`config.mk`:
```
export PLATFORM = sky130hd
export DESIGN_NAME = apdu_hid_packet_deframer
export DESIGN_NICKNAME = d
export VERILOG_FILES = /design/src/ahpd_pkg.sv /design/src/ahpd_core.sv /design/src/apdu_hid_packet_deframer.sv
export SDC_FILE = /design/constraint.sdc
export NUM_CORES = 1
export LEC_CHECK = 0
export ABC_AREA = 1
export BUFFER_PORTS_ARGS = -buffer_cell sky130_fd_sc_hd__buf_4
export CAP_MARGIN = 20
export CORE_ASPECT_RATIO = 1.2
export CORE_MARGIN = 2
export CORE_UTILIZATION = 40
export DETAILED_ROUTE_END_ITERATION = 12
export RECOVER_POWER = 50
export SLEW_MARGIN = 5
export SYNTH_ARGS = -nofsm -noshare
export SYNTH_HDL_FRONTEND = slang
export SYNTH_SLANG_ARGS = --single-unit
```
`constraint.sdc`:
```
create_clock -name clk -period 5.4 [get_ports clk]
set_input_delay 0.54 -clock clk [delete_from_list [all_inputs] [get_ports clk]]
set_output_delay 0.54 -clock clk [all_outputs]
set_load 0.005 [all_outputs]
```
`src/ahpd_pkg.sv`:
```
package ahpd_pkg;

    typedef enum logic [1:0] {
        PH_FIRST = 2'd0,
        PH_BODY  = 2'd1,
        PH_SKIP  = 2'd2
    } phase_t;

    localparam logic [1:0] STATUS_PAYLOAD = 2'd0;
    localparam logic [1:0] STATUS_HDR_ERR = 2'd1;
    localparam logic [1:0] STATUS_LEN_ERR = 2'd2;

    localparam logic       CFG_CHANNEL_ID = 1'b0;
    localparam logic       CFG_MAX_LEN    = 1'b1;

    localparam logic [15:0] CHANNEL_ID_RESET = 16'h0101;
    localparam logic [15:0] MAX_LEN_RESET    = 16'd800;

    localparam logic [7:0] HDR_TAG = 8'h05;
    localparam int         HDR_LEN = 5;

    typedef struct packed {
        logic       valid;
        logic [7:0] data;
        logic       last;
        logic [1:0] status;
    } res_t;

endpackage

```
`src/ahpd_core.sv`:
```
module ahpd_core #(
    parameter int PACKET_BYTES = 64
) (
    input  logic          clk,
    input  logic          rst_n,
    input  logic          step,
    input  logic [7:0]    rx_data,
    input  logic [15:0]   channel_id,
    input  logic [15:0]   max_len,
    output ahpd_pkg::res_t res
);
    import ahpd_pkg::*;

    localparam int POS_W = $clog2(PACKET_BYTES);

    logic [POS_W-1:0] pos_reg, pos_next;
    logic [15:0]      seq_reg, seq_next;
    logic [15:0]      remain_reg, remain_next;
    logic [7:0]       len_hi_reg, len_hi_next;
    phase_t           phase_reg, phase_next, phase_step;

    logic [7:0]  hdr_exp;
    logic [15:0] len_word;
    logic [15:0] remain_dec;
    logic        pos_last;

    assign len_word   = {len_hi_reg, rx_data};
    assign remain_dec = remain_reg - 16'd1;
    assign pos_last   = (pos_reg == POS_W'(PACKET_BYTES - 1));

    always_comb
    begin
        case (pos_reg)
            POS_W'(0): hdr_exp = channel_id[15:8];
            POS_W'(1): hdr_exp = channel_id[7:0];
            POS_W'(2): hdr_exp = HDR_TAG;
            POS_W'(3): hdr_exp = seq_reg[15:8];
            default:   hdr_exp = seq_reg[7:0];
        endcase
    end

    // Byte decode
    always_comb
    begin
        phase_step  = phase_reg;
        remain_next = remain_reg;
        len_hi_next = len_hi_reg;
        res         = '0;
        unique case (phase_reg) inside
            PH_FIRST, PH_BODY:
            begin
                if (pos_reg < POS_W'(HDR_LEN))
                begin
                    if (rx_data != hdr_exp)
                    begin
                        res.valid  = 1'b1;
                        res.status = STATUS_HDR_ERR;
                        phase_step = PH_SKIP;
                    end
                end
                else if (phase_reg == PH_FIRST)
                begin
                    if (pos_reg == POS_W'(HDR_LEN))
                    begin
                        len_hi_next = rx_data;
                    end
                    else if (len_word > max_len)
                    begin
                        res.valid  = 1'b1;
                        res.status = STATUS_LEN_ERR;
                        phase_step = PH_SKIP;
                    end
                    else if (len_word == 16'd0)
                    begin
                        phase_step = PH_SKIP;
                    end
                    else
                    begin
                        remain_next = len_word;
                        phase_step  = PH_BODY;
                    end
                end
                else
                begin
                    res.valid   = 1'b1;
                    res.data    = rx_data;
                    remain_next = remain_dec;
                    if (remain_dec == 16'd0)
                    begin
                        res.last   = 1'b1;
                        phase_step = PH_SKIP;
                    end
                end
            end
            default: ;  // skipping, unused code too
        endcase
    end

    // Packet boundary
    always_comb
    begin
        phase_next = phase_step;
        seq_next   = seq_reg;
        pos_next   = pos_reg + POS_W'(1);
        if (pos_last)
        begin
            pos_next = '0;
            if (phase_step == PH_BODY)
            begin
                seq_next = seq_reg + 16'd1;
            end
            else
            begin
                phase_next = PH_FIRST;
                seq_next   = '0;
            end
        end
    end

    always_ff @(posedge clk or negedge rst_n)
    begin
        if (!rst_n)
        begin
            pos_reg    <= '0;
            seq_reg    <= '0;
            remain_reg <= '0;
            len_hi_reg <= '0;
            phase_reg  <= PH_FIRST;
        end
        else if (step)
        begin
            pos_reg    <= pos_next;
            seq_reg    <= seq_next;
            remain_reg <= remain_next;
            len_hi_reg <= len_hi_next;
            phase_reg  <= phase_next;
        end
    end

endmodule

```
`src/apdu_hid_packet_deframer.sv`:
```
// Response deframer for APDU traffic carried in fixed-size HID packets.
// Input channel: one received byte per request on rx_byte (in_valid/in_ready).
// Output channel: one result per request that yields one (out_valid/out_ready):
//   status 0 carries a payload byte, last_of_message marks the final one;
//   status 1 flags a header mismatch, status 2 a length over the limit.
// Matching header bytes, accepted length bytes and padding yield no result.
// Configuration: cfg_write with cfg_index 0 sets the channel, 1 the length
//   limit; write only while the block is idle.
// Path: a request accepted into the input register passes the decode stage
//   into the result register. Throughput: one byte per cycle while the
//   receiver takes results, set by the single decode stage between the two.
// Reset: output empty, input stage empty, waiting for the first packet of a
//   message; channel 0x0101 and limit 800.
// Receiver stall: the result register holds; the input stage keeps taking
//   bytes that yield no result, and stops on the first that does.
module apdu_hid_packet_deframer #(
    parameter int PACKET_BYTES = 64
) (
    input  logic        clk,
    input  logic        rst_n,
    input  logic        in_valid,
    output logic        in_ready,
    input  logic [7:0]  rx_byte,
    output logic        out_valid,
    input  logic        out_ready,
    output logic [7:0]  payload_byte,
    output logic        last_of_message,
    output logic [1:0]  status,
    input  logic        cfg_write,
    input  logic        cfg_index,
    input  logic [15:0] cfg_data
);
    import ahpd_pkg::*;

    logic [15:0] channel_id_reg;
    logic [15:0] max_len_reg;

    logic        in_valid_reg;
    logic [7:0]  in_byte_reg;
    logic        out_valid_reg;
    logic [7:0]  out_data_reg;
    logic        out_last_reg;
    logic [1:0]  out_status_reg;

    res_t        res;
    logic        advance;

    // The staged byte moves on when its result has room, or when it has none.
    assign advance  = in_valid_reg && (!res.valid || !out_valid_reg || out_ready);
    assign in_ready = !in_valid_reg || advance;

    ahpd_core #(
        .PACKET_BYTES (PACKET_BYTES)
    ) u_core (
        .clk        (clk),
        .rst_n      (rst_n),
        .step       (advance),
        .rx_data    (in_byte_reg),
        .channel_id (channel_id_reg),
        .max_len    (max_len_reg),
        .res        (res)
    );

    // Configuration registers
    always_ff @(posedge clk or negedge rst_n)
    begin
        if (!rst_n)
        begin
            channel_id_reg <= CHANNEL_ID_RESET;
            max_len_reg    <= MAX_LEN_RESET;
        end
        else if (cfg_write)
        begin
            unique case (cfg_index)
                CFG_CHANNEL_ID: channel_id_reg <= cfg_data;
                CFG_MAX_LEN:    max_len_reg    <= cfg_data;
                default: ;
            endcase
        end
    end

    // Input register
    always_ff @(posedge clk or negedge rst_n)
    begin
        if (!rst_n)
        begin
            in_valid_reg <= 1'b0;
        end
        else if (in_valid && in_ready)
        begin
            in_valid_reg <= 1'b1;
        end
        else if (advance)
        begin
            in_valid_reg <= 1'b0;
        end
    end

    always_ff @(posedge clk)
    begin
        if (in_valid && in_ready)
        begin
            in_byte_reg <= rx_byte;
        end
    end

    // Result register
    always_ff @(posedge clk or negedge rst_n)
    begin
        if (!rst_n)
        begin
            out_valid_reg <= 1'b0;
        end
        else if (advance && res.valid)
        begin
            out_valid_reg <= 1'b1;
        end
        else if (out_ready)
        begin
            out_valid_reg <= 1'b0;
        end
    end

    always_ff @(posedge clk)
    begin
        if (advance && res.valid)
        begin
            out_data_reg   <= res.data;
            out_last_reg   <= res.last;
            out_status_reg <= res.status;
        end
    end

    assign out_valid       = out_valid_reg;
    assign payload_byte    = out_data_reg;
    assign last_of_message = out_last_reg;
    assign status          = out_status_reg;

endmodule

```
## Yosys cells after proc, flatten, opt, wreduce, memory -nomap -nowiden

Cells that the tools add are included.
W data, S select, Z words.

| cells by class | value |
|---|---|
| eq/ne operators | 11 |
| muxes and demuxes | 35 |
| bitwise logic cells | 3 |
| reductions and logical operators | 22 |
| add/sub/neg operators | 3 |
| $lt $le $gt $ge | 2 |

Operator list:

| operator | number |
|---|---|
| $mux W16 | 5 |
| $logic_not A16 Y1 | 2 |
| $pmux W8 S4 | 1 |
| $mux W2 | 14 |
| $mux W9 | 2 |
| $add A16 B1 Y16 const B | 1 |
| $gt A16 B16 Y1 | 1 |
| $sub A16 B1 Y16 const B | 1 |
| $eq A6 B2 Y1 const B | 2 |
| $mux W12 | 1 |
| $mux W1 | 11 |
| $ne A8 B8 Y1 | 1 |
| $add A6 B1 Y6 const B | 1 |
| $eq A6 B1 Y1 const B | 1 |
| $eq A6 B3 Y1 const B | 1 |
| $eq A6 B6 Y1 const B | 1 |
| $logic_not A6 Y1 | 1 |
| $lt A6 B3 Y1 const B | 1 |
| $mux W6 | 1 |
| $ne A2 B2 Y1 const B | 3 |
| $reduce_and A2 Y1 | 3 |
| $reduce_and A6 Y1 | 1 |
| $reduce_and A5 Y1 | 1 |
| $eq A2 B1 Y1 const B | 2 |
| 8 further kinds | 17 |

| word-level totals | value |
|---|---|
| word-level logic and storage cells | 89 |
| bits in registers | 101 |

## Depth between registers and ports, before layout

Gate-level depths: netlist of run 1.

| logic depth | value |
|---|---|
| word-level depth | 13 |
| depth in mapped cells | 20 |

## Cells and area by module

Synthesis of run 1 repeated with hierarchy kept, for this count alone.

| unflattened totals | value |
|---|---|
| cell total of the unflattened synthesis | 749 |
| area, all modules | 5965.7 um^2 |

By module, submodules not included:

| module | instances | area an instance (um^2) | sequential area each (um^2) | cells each |
|---|---|---|---|---|
| ahpd_core | 1 | 3965.1 | 1201.2 | 595 |
| apdu_hid_packet_deframer | 1 | 2000.7 | 1427.6 | 154 |

## Worst setup path before layout of run 1

Ideal clock, no wire load.

| path | value |
|---|---|
| path type | reg-to-reg |
| start | register u_core.pos_reg[1] |
| end | register out_last_reg (netlist: last_of_message), enable pin |
| library setup time | 339 ps |
| clock period less this slack | 2717 ps |
| stages on the path, launching flop included | 17 |
| arrival time | 2378 ps |
| buffers on the path | 1 |
| setup slack | 2683 ps |
| cell sequence | dfrtp_1 > inv_1 > ha_1 > buf_1 > o211ai_4 > nand3_1 > nand2_1 > nand2_1 > nand2_1 > nand2_1 > nor2_2 > nand2_1 > nand2_2 > nand2_4 > a21boi_2 > nand2_1 > inv_1 |

| between the ends | value |
|---|---|
| longest elaborated chain between the ends | 11 |

RTL lines:

| what | RTL line | text |
|---|---|---|
| start: declaration | ahpd_core.sv:16 | `logic [POS_W-1:0] pos_reg, pos_next;` |
| start signal: assignment | ahpd_core.sv:132 | `pos_reg <= pos_next;` |
| $eq A6 B2 Y1 (tied with other cells) | ahpd_core.sv:33 | `case (pos_reg)` |
| $pmux W8 S4 | ahpd_core.sv:33 |  |
| $ne A8 B8 Y1 | ahpd_core.sv:54 | `if (rx_data != hdr_exp)` |
| $mux W1 | ahpd_core.sv:54 |  |
| $mux W1 * | ahpd_core.sv:52 | `if (pos_reg < POS_W'(HDR_LEN))` |
| $mux W12 * | ahpd_core.sv:49 | `unique case (phase_reg) inside` |
| $logic_not A1 Y1 | apdu_hid_packet_deframer.sv:49 | `assign advance = in_valid_reg && (!res.valid \|\| !out_valid_reg \|\| out_ready);` |
| $logic_or A1 B1 Y1 (2 in a row) | apdu_hid_packet_deframer.sv:49 |  |
| $logic_and A1 B1 Y1 | apdu_hid_packet_deframer.sv:49 |  |
| $logic_and A1 B1 Y1 * | apdu_hid_packet_deframer.sv:126 | `if (advance && res.valid)` |
| end signal: assignment | apdu_hid_packet_deframer.sv:129 | `out_last_reg <= res.last;` |
| end: declaration | apdu_hid_packet_deframer.sv:42 | `logic out_last_reg;` |

Every way passes the cells marked *; elsewhere a longest branch is shown, timed or not.
A chain may end at the register's enable or synchronous reset.

## Final worst setup path of run 1

| path | value |
|---|---|
| start | register u_core.pos_reg[5] |
| end | output in_ready |

| between the ends | value |
|---|---|
| longest elaborated chain between the ends | 11 |

RTL lines:

| what | RTL line | text |
|---|---|---|
| $eq A6 B2 Y1 (tied with other cells) | ahpd_core.sv:33 |  |
| $pmux W8 S4 | ahpd_core.sv:33 |  |
| $ne A8 B8 Y1 | ahpd_core.sv:54 |  |
| $mux W1 | ahpd_core.sv:54 |  |
| $mux W1 * | ahpd_core.sv:52 |  |
| $mux W12 * | ahpd_core.sv:49 |  |
| $logic_not A1 Y1 * | apdu_hid_packet_deframer.sv:49 |  |
| $logic_or A1 B1 Y1 * (2 in a row) | apdu_hid_packet_deframer.sv:49 |  |
| $logic_and A1 B1 Y1 * | apdu_hid_packet_deframer.sv:49 |  |
| $logic_or A1 B1 Y1 * | apdu_hid_packet_deframer.sv:50 | `assign in_ready = !in_valid_reg \|\| advance;` |
| end: declaration | apdu_hid_packet_deframer.sv:22 | `output logic in_ready,` |

Marked as above.

==> summary.md, run 1 <==
| Metric | Value |
|---|---|
| Period minus WS final | `about 3.4 ns` |
| Synth area leaders | `dfrtp_1 (31%), nand2_1 (13%), edfxtp_1 (9.0%)` |
| Starting Density | `0.407` |
| Endpoints failing hold | `0` |
| Antenna cells | `0` |
| FF-to-FF setup slack | `2.08 ns` |
| Non-Filler Instances | `1,043` |
| Final TNS setup | `0 ns` |
| First-pass detailed-route iteration total | `4` |
| Site row count | `50` |
| Max-cap viol count | `1` |
| Yosys reg bits | `101` |
| Vias in the first global route | `approximately 5,000` |
| Async set-reset flop share out of synthesis | `0.812` |
| PortBufs | `42` |
| RSZ-0062 raised after global routing | `no` |
| Leakage | `around 3.4 nW` |
| Slew Viols, Final | `41` |
| Routed length per instance | `about 14 um` |
| Area of the die | `about 0.017 mm2` |
| Clock transition at the registers of the reported paths | `0.07 ns` |
| Post-synth top area share | `0.305` |
| Post-DR vias/cell | `4.91` |
| Initial antenna violation count | `0` |
| Syn_nets | `856` |
| CP Max Fanout | `22` |
| Total GRT Usage | `0.189` |
| Core Footprint | `0.0155 mm2` |
| Worst-skew pair later-pin latency | `0.36 ns` |
| Final worst-path cycle share | `0.624` |
| Layout cells sized above 1 | `0.146` |
| Synth Instances | `802` |
| Via count | `a little over 5,000` |
| Inserted Clock Buffers | `9` |
| Starting DRT DRC Count | `380` |
| Most common cell after layout, fill and taps aside | `nand2_1` |
| DRT Wirelength | `15,000 um` |
| DP Cell Count | `1,025` |
| Nets@finish | `884` |
| Worst-Margin Slew | `2.37 ns` |
| DRC errors left | `0` |
| Path type of the worst setup path | `reg2out` |
| Largest net degree at the start of global routing | `82` |
| Area growth from synthesis to layout | `10.9%` |
| Clock tree from TritonCTS | `yes` |
| H-tree levels | `3` |
| Clock Root Buffer | `clkbuf_16` |
| Max IR drop VDD | `0.189 mV` |
| PostCTS Resize Cnt | `0` |
| CP startpoint kind | `flip-flop` |
| Layout Skew | `0.00903 ns` |
| Layout fillers | `1,627` |
| Violated checks | `max-capacitance violations, max-slew violations` |
| Number of setup buffers added after CTS | `0` |
| Max Fclk | `297 MHz` |
| Die W | `119 um` |
| Min-delay src | `rx_byte[5]` |
| Reg area | `0.00263 mm2` |
| Post-CTS Hold Fix Bufs | `1` |
| Final Setup Violations | `0` |
| CTS max path bufs | `2` |
| Worst Setup End Kind | `output pin` |
| Worst hold path class | `in2reg` |
| Reg-to-reg startpoint | `u_core.pos_reg[5]$_DFFE_PN0N_` |
| First-pass GRT wire length | `25,000 um` |
| Distinct cells, synth | `37` |
| Synth Area per Inst | `7.87 um2` |
| Die Span Y | `142 um` |
| Number of enable flip-flop cells after synthesis | `19` |
| Hold Path End | `in_byte_reg[5]$_DFFE_PP_` |
| Sequential fraction of the synthesis area | `0.417` |
| Commonest non-fill, non-tap cells in the layout | `nand2_1 (220), inv_1 (100), dfrtp_1 (77)` |
| Outcome | `finished, violations left` |
| Critical path data required time | `approximately 4.9 ns` |
| Ys Warns | `0` |
| Synth area leader | `dfrtp_1` |
| Final GP Congestion | `0.846` |
| Final ANT Viol Nets | `0` |
| Pwr dens | `roughly 470 mW/mm2` |
| Worst Path Arrival | `2.83 ns` |
| RR Endpoint | `status[0]$_SDFFCE_PP0P_` |
| Hpwl dp | `about 11,000 um` |
| Hold Path Cell Cnt | `1` |
| Worst Reg2Reg Path Length in Cells | `13` |
| Pwr Total | `3.26 mW` |
| Clock net sink count | `101` |
| Synth Cell Area | `0.00631 mm2` |
| Slew headroom | `-0.583` |
| Multi-input logic area | `around 0.0031 mm2` |
| Io pins | `43` |
| Grt ovf | `0` |
| Synth Flop Type | `dfrtp_1` |
## worst max-delay path by stage
stage,slack (ns),depth (start not counted),end,start
floorplan,2.68,16,last_of_message$_SDFFCE_PP0P_,u_core.pos_reg[1]$_DFFE_PN0N_
global placement,2.12,13,last_of_message$_SDFFCE_PP0P_,u_core.pos_reg[5]$_DFFE_PN0N_
detailed placement,2.10,13,payload_byte[2]$_SDFFCE_PP0P_,u_core.pos_reg[5]$_DFFE_PN0N_
CTS,2.04,12,in_ready,u_core.pos_reg[5]$_DFFE_PN0N_
global route,1.75,13,payload_byte[0]$_SDFFCE_PP0P_,u_core.pos_reg[5]$_DFFE_PN0N_
finish,2.03,12,in_ready,u_core.pos_reg[5]$_DFFE_PN0N_
## kinds of logic after synthesis
group | Yosys count | synth area share
AND/OR/NAND/NOR | 407 | 0.290
flip-flops | 101 | 0.417
XOR/XNOR | 20 | 0.0278
AO/OA/AOI/OAI | 120 | 0.127
buffers and inverters | 130 | 0.0906
adder cells (fa/ha/maj) | 24 | 0.0476
## cells in the mapped netlist (3+ instances only)
cell,n
o21ai_0,52
buf_4,3
o21ai_1,4
xnor2_1,4
nand3_1,58
inv_1,100
nand4_1,28
nand3_4,5
dfrtp_1,77
clkbuf_1,11
nor4_1,9
edfxtp_1,19
dfstp_2,5
nand2_1,220
ha_1,24
nor2_1,67
buf_2,4
buf_6,9
a21oi_1,17
o21ai_2,41
xor2_1,16
nor3_1,8
## critical path, stage by stage, from the launching register on
cell and delay (ns):
dfrtp_1 0.45, nor2_4 0.53, nand2_1 0.17, a21oi_2 0.19, inv_1 0.09, nand2_1 0.09
inv_1 0.10, nand2_1 0.31, nand2_1 0.10, inv_1 0.10, nand2_4 0.09, nand3_1 0.12
buf_4 0.14
## where the power goes
| group | switching, mW | internal [mW] | total (mW) |
|---|---|---|---|
| registers | 0.176 | 0.963 | 1.14 |
| clock network | 0.302 | 0.314 | 0.616 |
| logic | 1.00 | 0.501 | 1.51 |
| total | 1.48 | 1.78 | 3.26 |
## stage by stage
stage	utilization	hold slack (ns)	worst slack, ns	cell area, um2
after floorplan	-	0.244	2.68	6310
after global placement	0.432	0.326	2.12	6710
after detailed placement	0.432	0.324	2.10	6710
after CTS	0.451	0.342	2.04	6990
after global routing	0.451	0.366	1.75	7000
final	0.451	0.376	2.03	7000
## routing by layer
layer,vias up,wire length [um],GRT usage,part of all wire
met5,-,0,0,0
li1,2664,-,-,-
met3,19,547,0.0237,0.037
met2,80,7320,0.324,0.49
met4,0,250,0.0708,0.017
met1,2354,6860,0.244,0.46
## area by class of cell
| class | count | area share |
|---|---|---|
| Clock inverter | 7 | 0.00697 |
| Multi-Input combinational cell | 571 | 0.444 |
| Sequential cell | 101 | 0.376 |
| Timing Repair Buffer | 46 | 0.0494 |
| Clock buffer | 9 | 0.0322 |
| Tap cell | 208 | 0.0372 |
| Inverter | 101 | 0.0542 |
Note: power is estimated with default switching activity, not from simulation.
==> run 2: changes to the inputs <==
==> constraint.sdc (replaced) <==
create_clock -name clk -period 2.8 [get_ports clk]
set_input_delay 0.28 -clock clk [delete_from_list [all_inputs] [get_ports clk]]
set_output_delay 0.28 -clock clk [all_outputs]
set_load 0.005 [all_outputs]
==> summary.md, run 2 (synthesis gave the netlist of run 1 again) <==
| Metric | Value |
|---|---|
| Outcome | `finished clean` |
| Hold Path Cell Cnt | `2` |
| CTS max path bufs | `2` |
| Clock Power Share | `0.195` |
| Slew Viols, Final | `0` |
| Clock Root Buffer | `clkbuf_16` |
| Worst Setup End Kind | `output pin` |
| Layout cells sized above 1 | `0.225` |
| P_sw | `3.04 mW` |
| Largest net degree at the start of global routing | `43` |
| Path type of the worst setup path | `reg2out` |
| Total GRT Usage | `0.194` |
| Hpwl dp | `11,600 um` |
| Reg area | `~0.0026 mm2` |
| Final Setup Violations | `0` |
| Die Span Y | `142 um` |
| Io pins | `43` |
| Final TNS setup | `0 ns` |
| Post-DR vias/cell | `5.02` |
| Routed length per instance | `14.9 um` |
| Clock transition at the registers of the reported paths | `0.07 ns` |
| Grt ovf | `0` |
| Slew headroom | `0.259` |
| Smallest hold slack | `0.119 ns` |
| Commonest non-fill, non-tap cells in the layout | `nand2_1 (199), inv_1 (98), dfrtp_1 (75)` |
| Via count | `5,399` |
| Site row count | `50` |
| RSZ-0062 raised after global routing | `yes` |
| Reg-to-reg startpoint | `u_core.pos_reg[0]$_DFFE_PN0N_` |
| Clock tree from TritonCTS | `yes` |
| Period minus WS final | `~2.7 ns` |
| Die W | `119 um` |
| Max IR drop VDD | `0.367 mV` |
| Hold Path End | `out_valid$_DFFE_PN0P_` |
| Combinational power share | `0.500` |
| Worst hold path class | `in2reg` |
| Max-cap viol count | `0` |
| DRC errors left | `0` |
| Worst-skew pair later-pin latency | `0.35 ns` |
| RR Endpoint | `u_core.seq_reg[15]$_DFFE_PN0P_` |
| PortBufs | `42` |
| Nets@finish | `916` |
| Layout fillers | `1,571` |
| Worst Path Arrival | `2.45 ns` |
| H-tree levels | `3` |
| Worst Reg2Reg Path Length in Cells | `18` |
| CP startpoint kind | `flip-flop` |
| Max Fclk | `366 MHz` |
| Starting DRT DRC Count | `roughly 270` |
| Most common cell after layout, fill and taps aside | `nand2_1` |
| Leakage | `roughly 3.7 nW` |
| Inserted Clock Buffers | `9` |
| Multi-input logic area | `0.00332 mm2` |
| Clock net sink count | `101` |
| First-pass GRT wire length | `25,800 um` |
| Pwr dens | `between 900 and 1000 mW/mm2` |
| Int Power | `4.11 mW` |
| Vias in the first global route | `slightly above 5,000` |
| Critical path data required time | `2.52 ns` |
| Final ANT Viol Nets | `0` |
| Worst-Margin Slew | `1.11 ns` |
| Min-delay src | `out_ready` |
| Initial antenna violation count | `0` |
| Endpoints failing hold | `0` |
| Antenna cells | `0` |
| First-pass detailed-route iteration total | `5` |
| CP Max Fanout | `8` |
| FF-to-FF setup slack | `0.08 ns` |
| Final GP Congestion | `between 0.8 and 0.9` |
| Starting Density | `0.407` |
| Sw Ratio | `0.426` |
| Core Footprint | `0.0155 mm2` |
| Layout Skew | `0.00718 ns` |
| Crit path from | `u_core.pos_reg[0]$_DFFE_PN0N_` |
| Seq pwr share | `0.306` |
| Area growth from synthesis to layout | `21.4%` |
| Final worst-path cycle share | `0.975` |
| Area of the die | `roughly 0.017 mm2` |
| DRT Wirelength | `16,100 um` |
[run 2: what timing repair did]
item / in CTS / in global routing
endpoints found under the hold margin: 37 / 0
resized for setup: 3 / 53
hold buffers: 1 / 0
buffers inserted: 1 / 6
pin swaps: 1 / 14
gates cloned: 0 / 3
setup endpoints to repair: 1 / 57
[run 2: per-stage QoR]
stage / power [mW] / cell area (um2) / util / std cells / setup WS [ns]
floorplan: 4.51 / 6310 / - / 802 / 0.0826
global placement: 5.44 / 6970 / 0.449 / 1048 / 0.130
detailed placement: 5.47 / 6970 / 0.449 / 1048 / 0.0782
CTS: 6.90 / 7330 / 0.473 / 1066 / 0.00379
global route: 7.70 / 7660 / 0.494 / 1075 / -0.0822
finish: 7.15 / 7660 / 0.494 / 1075 / 0.0710
[run 2: cell type report]
class | instances | share of cell area
Inverter | 101 | 0.0495
Clock buffer | 13 | 0.0382
Clock inverter | 3 | 0.00588
Tap cell | 208 | 0.0340
Multi-Input combinational cell | 571 | 0.433
Timing Repair Buffer | 78 | 0.0959
Sequential cell | 101 | 0.344
[run 2: worst max path at each step]
stage                                    end  slack (ns)  depth (start not counted)
6_report                            in_ready        0.07                         15
2_1_floorplan  last_of_message$_SDFFCE_PP0P_        0.08                         16
3_5_place_dp   last_of_message$_SDFFCE_PP0P_        0.08                         16
4_1_cts                             in_ready       0.004                         14
5_1_grt                             in_ready       -0.08                         15
3_3_place_gp   last_of_message$_SDFFCE_PP0P_        0.13                         16
[run 2: critical path, cell delays in order, from the launching register on]
cell      delay, ns
dfrtp_2        0.46
buf_12         0.14
ha_4           0.18
o211ai_4       0.36
nand3_2        0.13
nand2_1        0.08
nand2_1        0.04
nand2_1        0.06
inv_1          0.04
nand2_2        0.07
nor2_4         0.05
nand2_2        0.06
nand2_2        0.07
nand2_4        0.12
nand3_4        0.08
buf_6          0.14
[run 2: layer usage]
| layer | global-route usage | wire (um) |
|---|---|---|
| met5 | 0 | 0 |
| met4 | 0.0752 | 442 |
| met3 | 0.0237 | 606 |
| met2 | 0.328 | 7780 |
| met1 | 0.255 | 7230 |
[run 2: power groups by stage]
stage                     clock network, mW  registers, mW  logic (mW)
final                                  1.39           2.18        3.57
after global routing                   1.48           2.23        4.00
after CTS                              1.42           2.17        3.31
after detailed placement                  0           2.19        3.28
after global placement                    0           2.20        3.25
after floorplan                           0           2.10        2.41
==> run 3: changes to the inputs <==
--- a/config.mk
+++ b/config.mk
@@ -5,8 +5,7 @@
 export SDC_FILE = /design/constraint.sdc
 export NUM_CORES = 1
 export LEC_CHECK = 0
-export ABC_AREA = 1
-export BUFFER_PORTS_ARGS = -buffer_cell sky130_fd_sc_hd__buf_4
+export BUFFER_PORTS_ARGS = -buffer_cell sky130_fd_sc_hd__clkbuf_2
 export CAP_MARGIN = 20
 export CORE_ASPECT_RATIO = 1.2
 export CORE_MARGIN = 2
==> summary.md, run 3 <==
| Metric | Value |
|---|---|
| Outcome | `finished, violations left` |
| Violated checks | `max-capacitance violations, max-slew violations, negative setup slack` |
| Max Fclk | `302 MHz` |
| Worst hold path class | `in2reg` |
| Pwr Total | `7.82 mW` |
| Starting Density | `0.407` |
| Path type of the worst setup path | `reg2out` |
| Final Setup Violations | `70` |
| Endpoints failing hold | `0` |
| Most common cell after layout, fill and taps aside | `buf_4` |
| First-pass GRT wire length | `28,700 um` |
| Critical path's most frequent cell | `buf_4` |
| Commonest cells in the netlist | `dfrtp_1 (77), mux2_2 (42), nor2_1 (40), o21ai_0 (40), nand2_1 (33)` |
| Synth Instances | `569` |
| Vias in the first global route | `approximately 5,300` |
| Largest family of logic cells by synthesized area | `simple AND/OR/NAND/NOR gates` |
| Final GP Congestion | `0.876` |
| Largest net degree at the start of global routing | `64` |
| Simple-gate share of the synthesized area | `0.183` |
| Critical path data required time | `2.52 ns` |
| Worst Path Arrival | `3.03 ns` |
| Pwr dens | `933 mW/mm2` |
| Max IR drop VDD | `0.331 mV` |
| Post-synthesis compound-gate area fraction | `0.182` |
| Period minus WS final | `3.31 ns` |
| Number of enable flip-flop cells after synthesis | `19` |
| FF-to-FF setup slack | `-0.44 ns` |
| Final worst-path cycle share | `1.18` |
| Hpwl dp | `13,200 um` |
| Synth area leader | `dfrtp_1` |
| Clock tree from TritonCTS | `yes` |
| Synth Cell Area | `0.00582 mm2` |
| CP delay by family, top | `simple AND/OR/NAND/NOR gates` |
| Min-delay src | `rx_byte[5]` |
| Inserted Clock Buffers | `9` |
| Non-Filler Instances | `928` |
| Syn_nets | `623` |
| Nets@finish | `802` |
| Final setup margin | `-0.514 ns` |
| CTS max path bufs | `2` |
| Site row count | `48` |
| Slew Viols, Final | `64` |
| Area of the die | `0.0155 mm2` |
| Slowest stage cell, crit path | `or4_4` |
| RSZ-0062 raised after global routing | `yes` |
| Worst Reg2Reg Path Length in Cells | `15` |
| Leakage | `3.59 nW` |
| Ys Warns | `0` |
| PortBufs | `42` |
| Yosys reg bits | `101` |
| Crit path from | `u_core.pos_reg[2]$_DFFE_PN0N_` |
| H-tree levels | `3` |
| Grt ovf | `0` |
| Post-synthesis xor/xnor area fraction | `0.0105` |
| CP Max Fanout | `7` |
| Io pins | `43` |
| Antenna cells | `0` |
| Clock Root Buffer | `clkbuf_16` |
| Distinct cells, synth | `71` |
| Layout Skew | `0.00973 ns` |
| DRC errors left | `0` |
| Die Span Y | `approximately 140 um` |
| Synth Area in Adders | `0.0516` |
| Worst setup endpoint | `in_ready` |
| Commonest non-fill, non-tap cells in the layout | `buf_4 (115), dfrtp_1 (75), nor2_1 (36), clkbuf_2 (36), mux2_2 (33)` |
| Via count | `~5,500` |
| Post-place setup slack | `-0.580 ns` |
| Crit path largest cell delay | `0.62 ns` |
| Layout cells sized above 1 | `0.470` |
| Core Footprint | `0.0143 mm2` |
| Synth area leaders | `dfrtp_1 (33%), edfxtp_1 (9.8%), mux2_2 (8.1%)` |
| First-pass detailed-route iteration total | `8` |
| Sequential fraction of the synthesis area | `0.452` |
| DP Cell Count | `874` |
| RR Endpoint | `u_core.seq_reg[11]$_DFFE_PN0P_` |
| Starting DRT DRC Count | `488` |
| Clock transition at the registers of the reported paths | `0.08 ns` |
| Final ANT Viol Nets | `0` |
| Worst Setup End Kind | `output pin` |
| Worst-Margin Slew | `1.69 ns` |
| Max-cap viol count | `1` |
| CP startpoint kind | `flip-flop` |
| Die W | `114 um` |
| Post-synth top area share | `0.331` |
| Async set-reset flop share out of synthesis | `0.812` |
| Reg-to-reg startpoint | `u_core.pos_reg[1]$_DFFE_PN0N_` |
| Smallest hold slack | `0.0845 ns` |
| Clock net sink count | `101` |
| Number of stages on the worst setup path | `10` |
| Count leader, synth | `dfrtp_1` |
| Routed length per instance | `20.8 um` |
| Area growth from synthesis to layout | `44.1%` |
| DRT Wirelength | `19,300 um` |
| Initial antenna violation count | `0` |
| Synth Area per Inst | `10.2 um2` |
| Post-DR vias/cell | `5.95` |
| CP Cell Sequence | `or4_4 -> buf_4 -> o21ai_0 -> a21oi_1 -> nor4_2 -> and4bb_4 -> nor3_4 -> o211ai_1 -> buf_4 -> buf_6` |
| Synth Flop Type | `dfrtp_1` |
| Total GRT Usage | `0.243` |
| Post-synthesis mux area share | `0.0884` |
| Slew headroom | `-0.124` |
| CP Buf/Inv Count | `3` |
| Worst-skew pair later-pin latency | `0.37 ns` |
==> run 3: final cells by class <==
cell class                      instances  area, um2
Clock buffer                            9        225
Clock inverter                          7       90.1
Fill cell                            1235       5910
Inverter                               27        104
Multi-Input combinational cell        420       3620
Sequential cell                       101       2630
Tap cell                              175        219
Timing Repair Buffer                  189       1490
==> run 3: repair_timing <==
| action | in CTS | in global routing |
|---|---|---|
| pin swaps | 9 | 43 |
| resized for setup | 39 | 109 |
| hold endpoints to repair | 0 | 0 |
| cloned | 2 | 6 |
| setup buffers | 12 | 25 |
| hold buffers | 0 | 0 |
| endpoints found under the setup margin | 71 | 71 |
==> run 3: layer usage <==
metal | vias up | wire length, um | global-route usage
met4 | 0 | 649 | 0.0928
met3 | 48 | 814 | 0.0388
met2 | 186 | 9730 | 0.404
met1 | 2767 | 8130 | 0.319
met5 | - | 0 | 0
li1 | 2516 | - | -
==> run 3: metrics by stage <==
stage          setup TNS [ns]  utilization  cell area (um2)
5_1_grt                -28.45        0.586             8380
3_3_place_gp           -31.90        0.506             7230
6_report               -20.65        0.586             8380
4_1_cts                -19.44        0.548             7830
2_1_floorplan           -5.52            -             6090
3_5_place_dp           -34.77        0.506             7230
==> run 3: logic make-up after synthesis <==
family | after synthesis
simple gates | 193
compound gates | 149
flops | 101
buf+inv | 49
mux | 46
fa+ha+maj | 24
xor+xnor | 7
==> run 3: worst reg2reg max path, cell delays in order, from the launching register on <==
cell and delay, ns:
dfrtp_2 0.46, inv_4 0.08, ha_4 0.20, buf_6 0.14, a222oi_1 0.39, xnor2_1 0.22
nor2_1 0.08, a211oi_1 0.18, and4bb_4 0.28, buf_6 0.14, buf_6 0.12, a221oi_4 0.29
buf_6 0.16, buf_6 0.13, o21ai_2 0.06, a22o_1 0.22
==> run 3: how the worst min path moves through the flow <==
| stage | slack, ns | depth (start not counted) | to |
|---|---|---|---|
| floorplan | -0.02 | 0 | channel_id_reg[10]$_DFFE_PN0P_ |
| global placement | 0.43 | 1 | u_core.remain_reg[13]$_DFFE_PN0P_ |
| detailed placement | 0.44 | 1 | u_core.remain_reg[12]$_DFFE_PN0P_ |
| CTS | 0.06 | 1 | u_core.remain_reg[12]$_DFFE_PN0P_ |
| global route | 0.09 | 1 | in_byte_reg[6]$_DFFE_PP_ |
| finish | 0.08 | 1 | in_byte_reg[5]$_DFFE_PP_ |
==> run 3: power breakdown <==
part | switching (mW) | internal, mW
clock | 0.622 | 0.718
sequential | 0.300 | 1.88
combinational | 2.15 | 2.15
total | 3.07 | 4.75
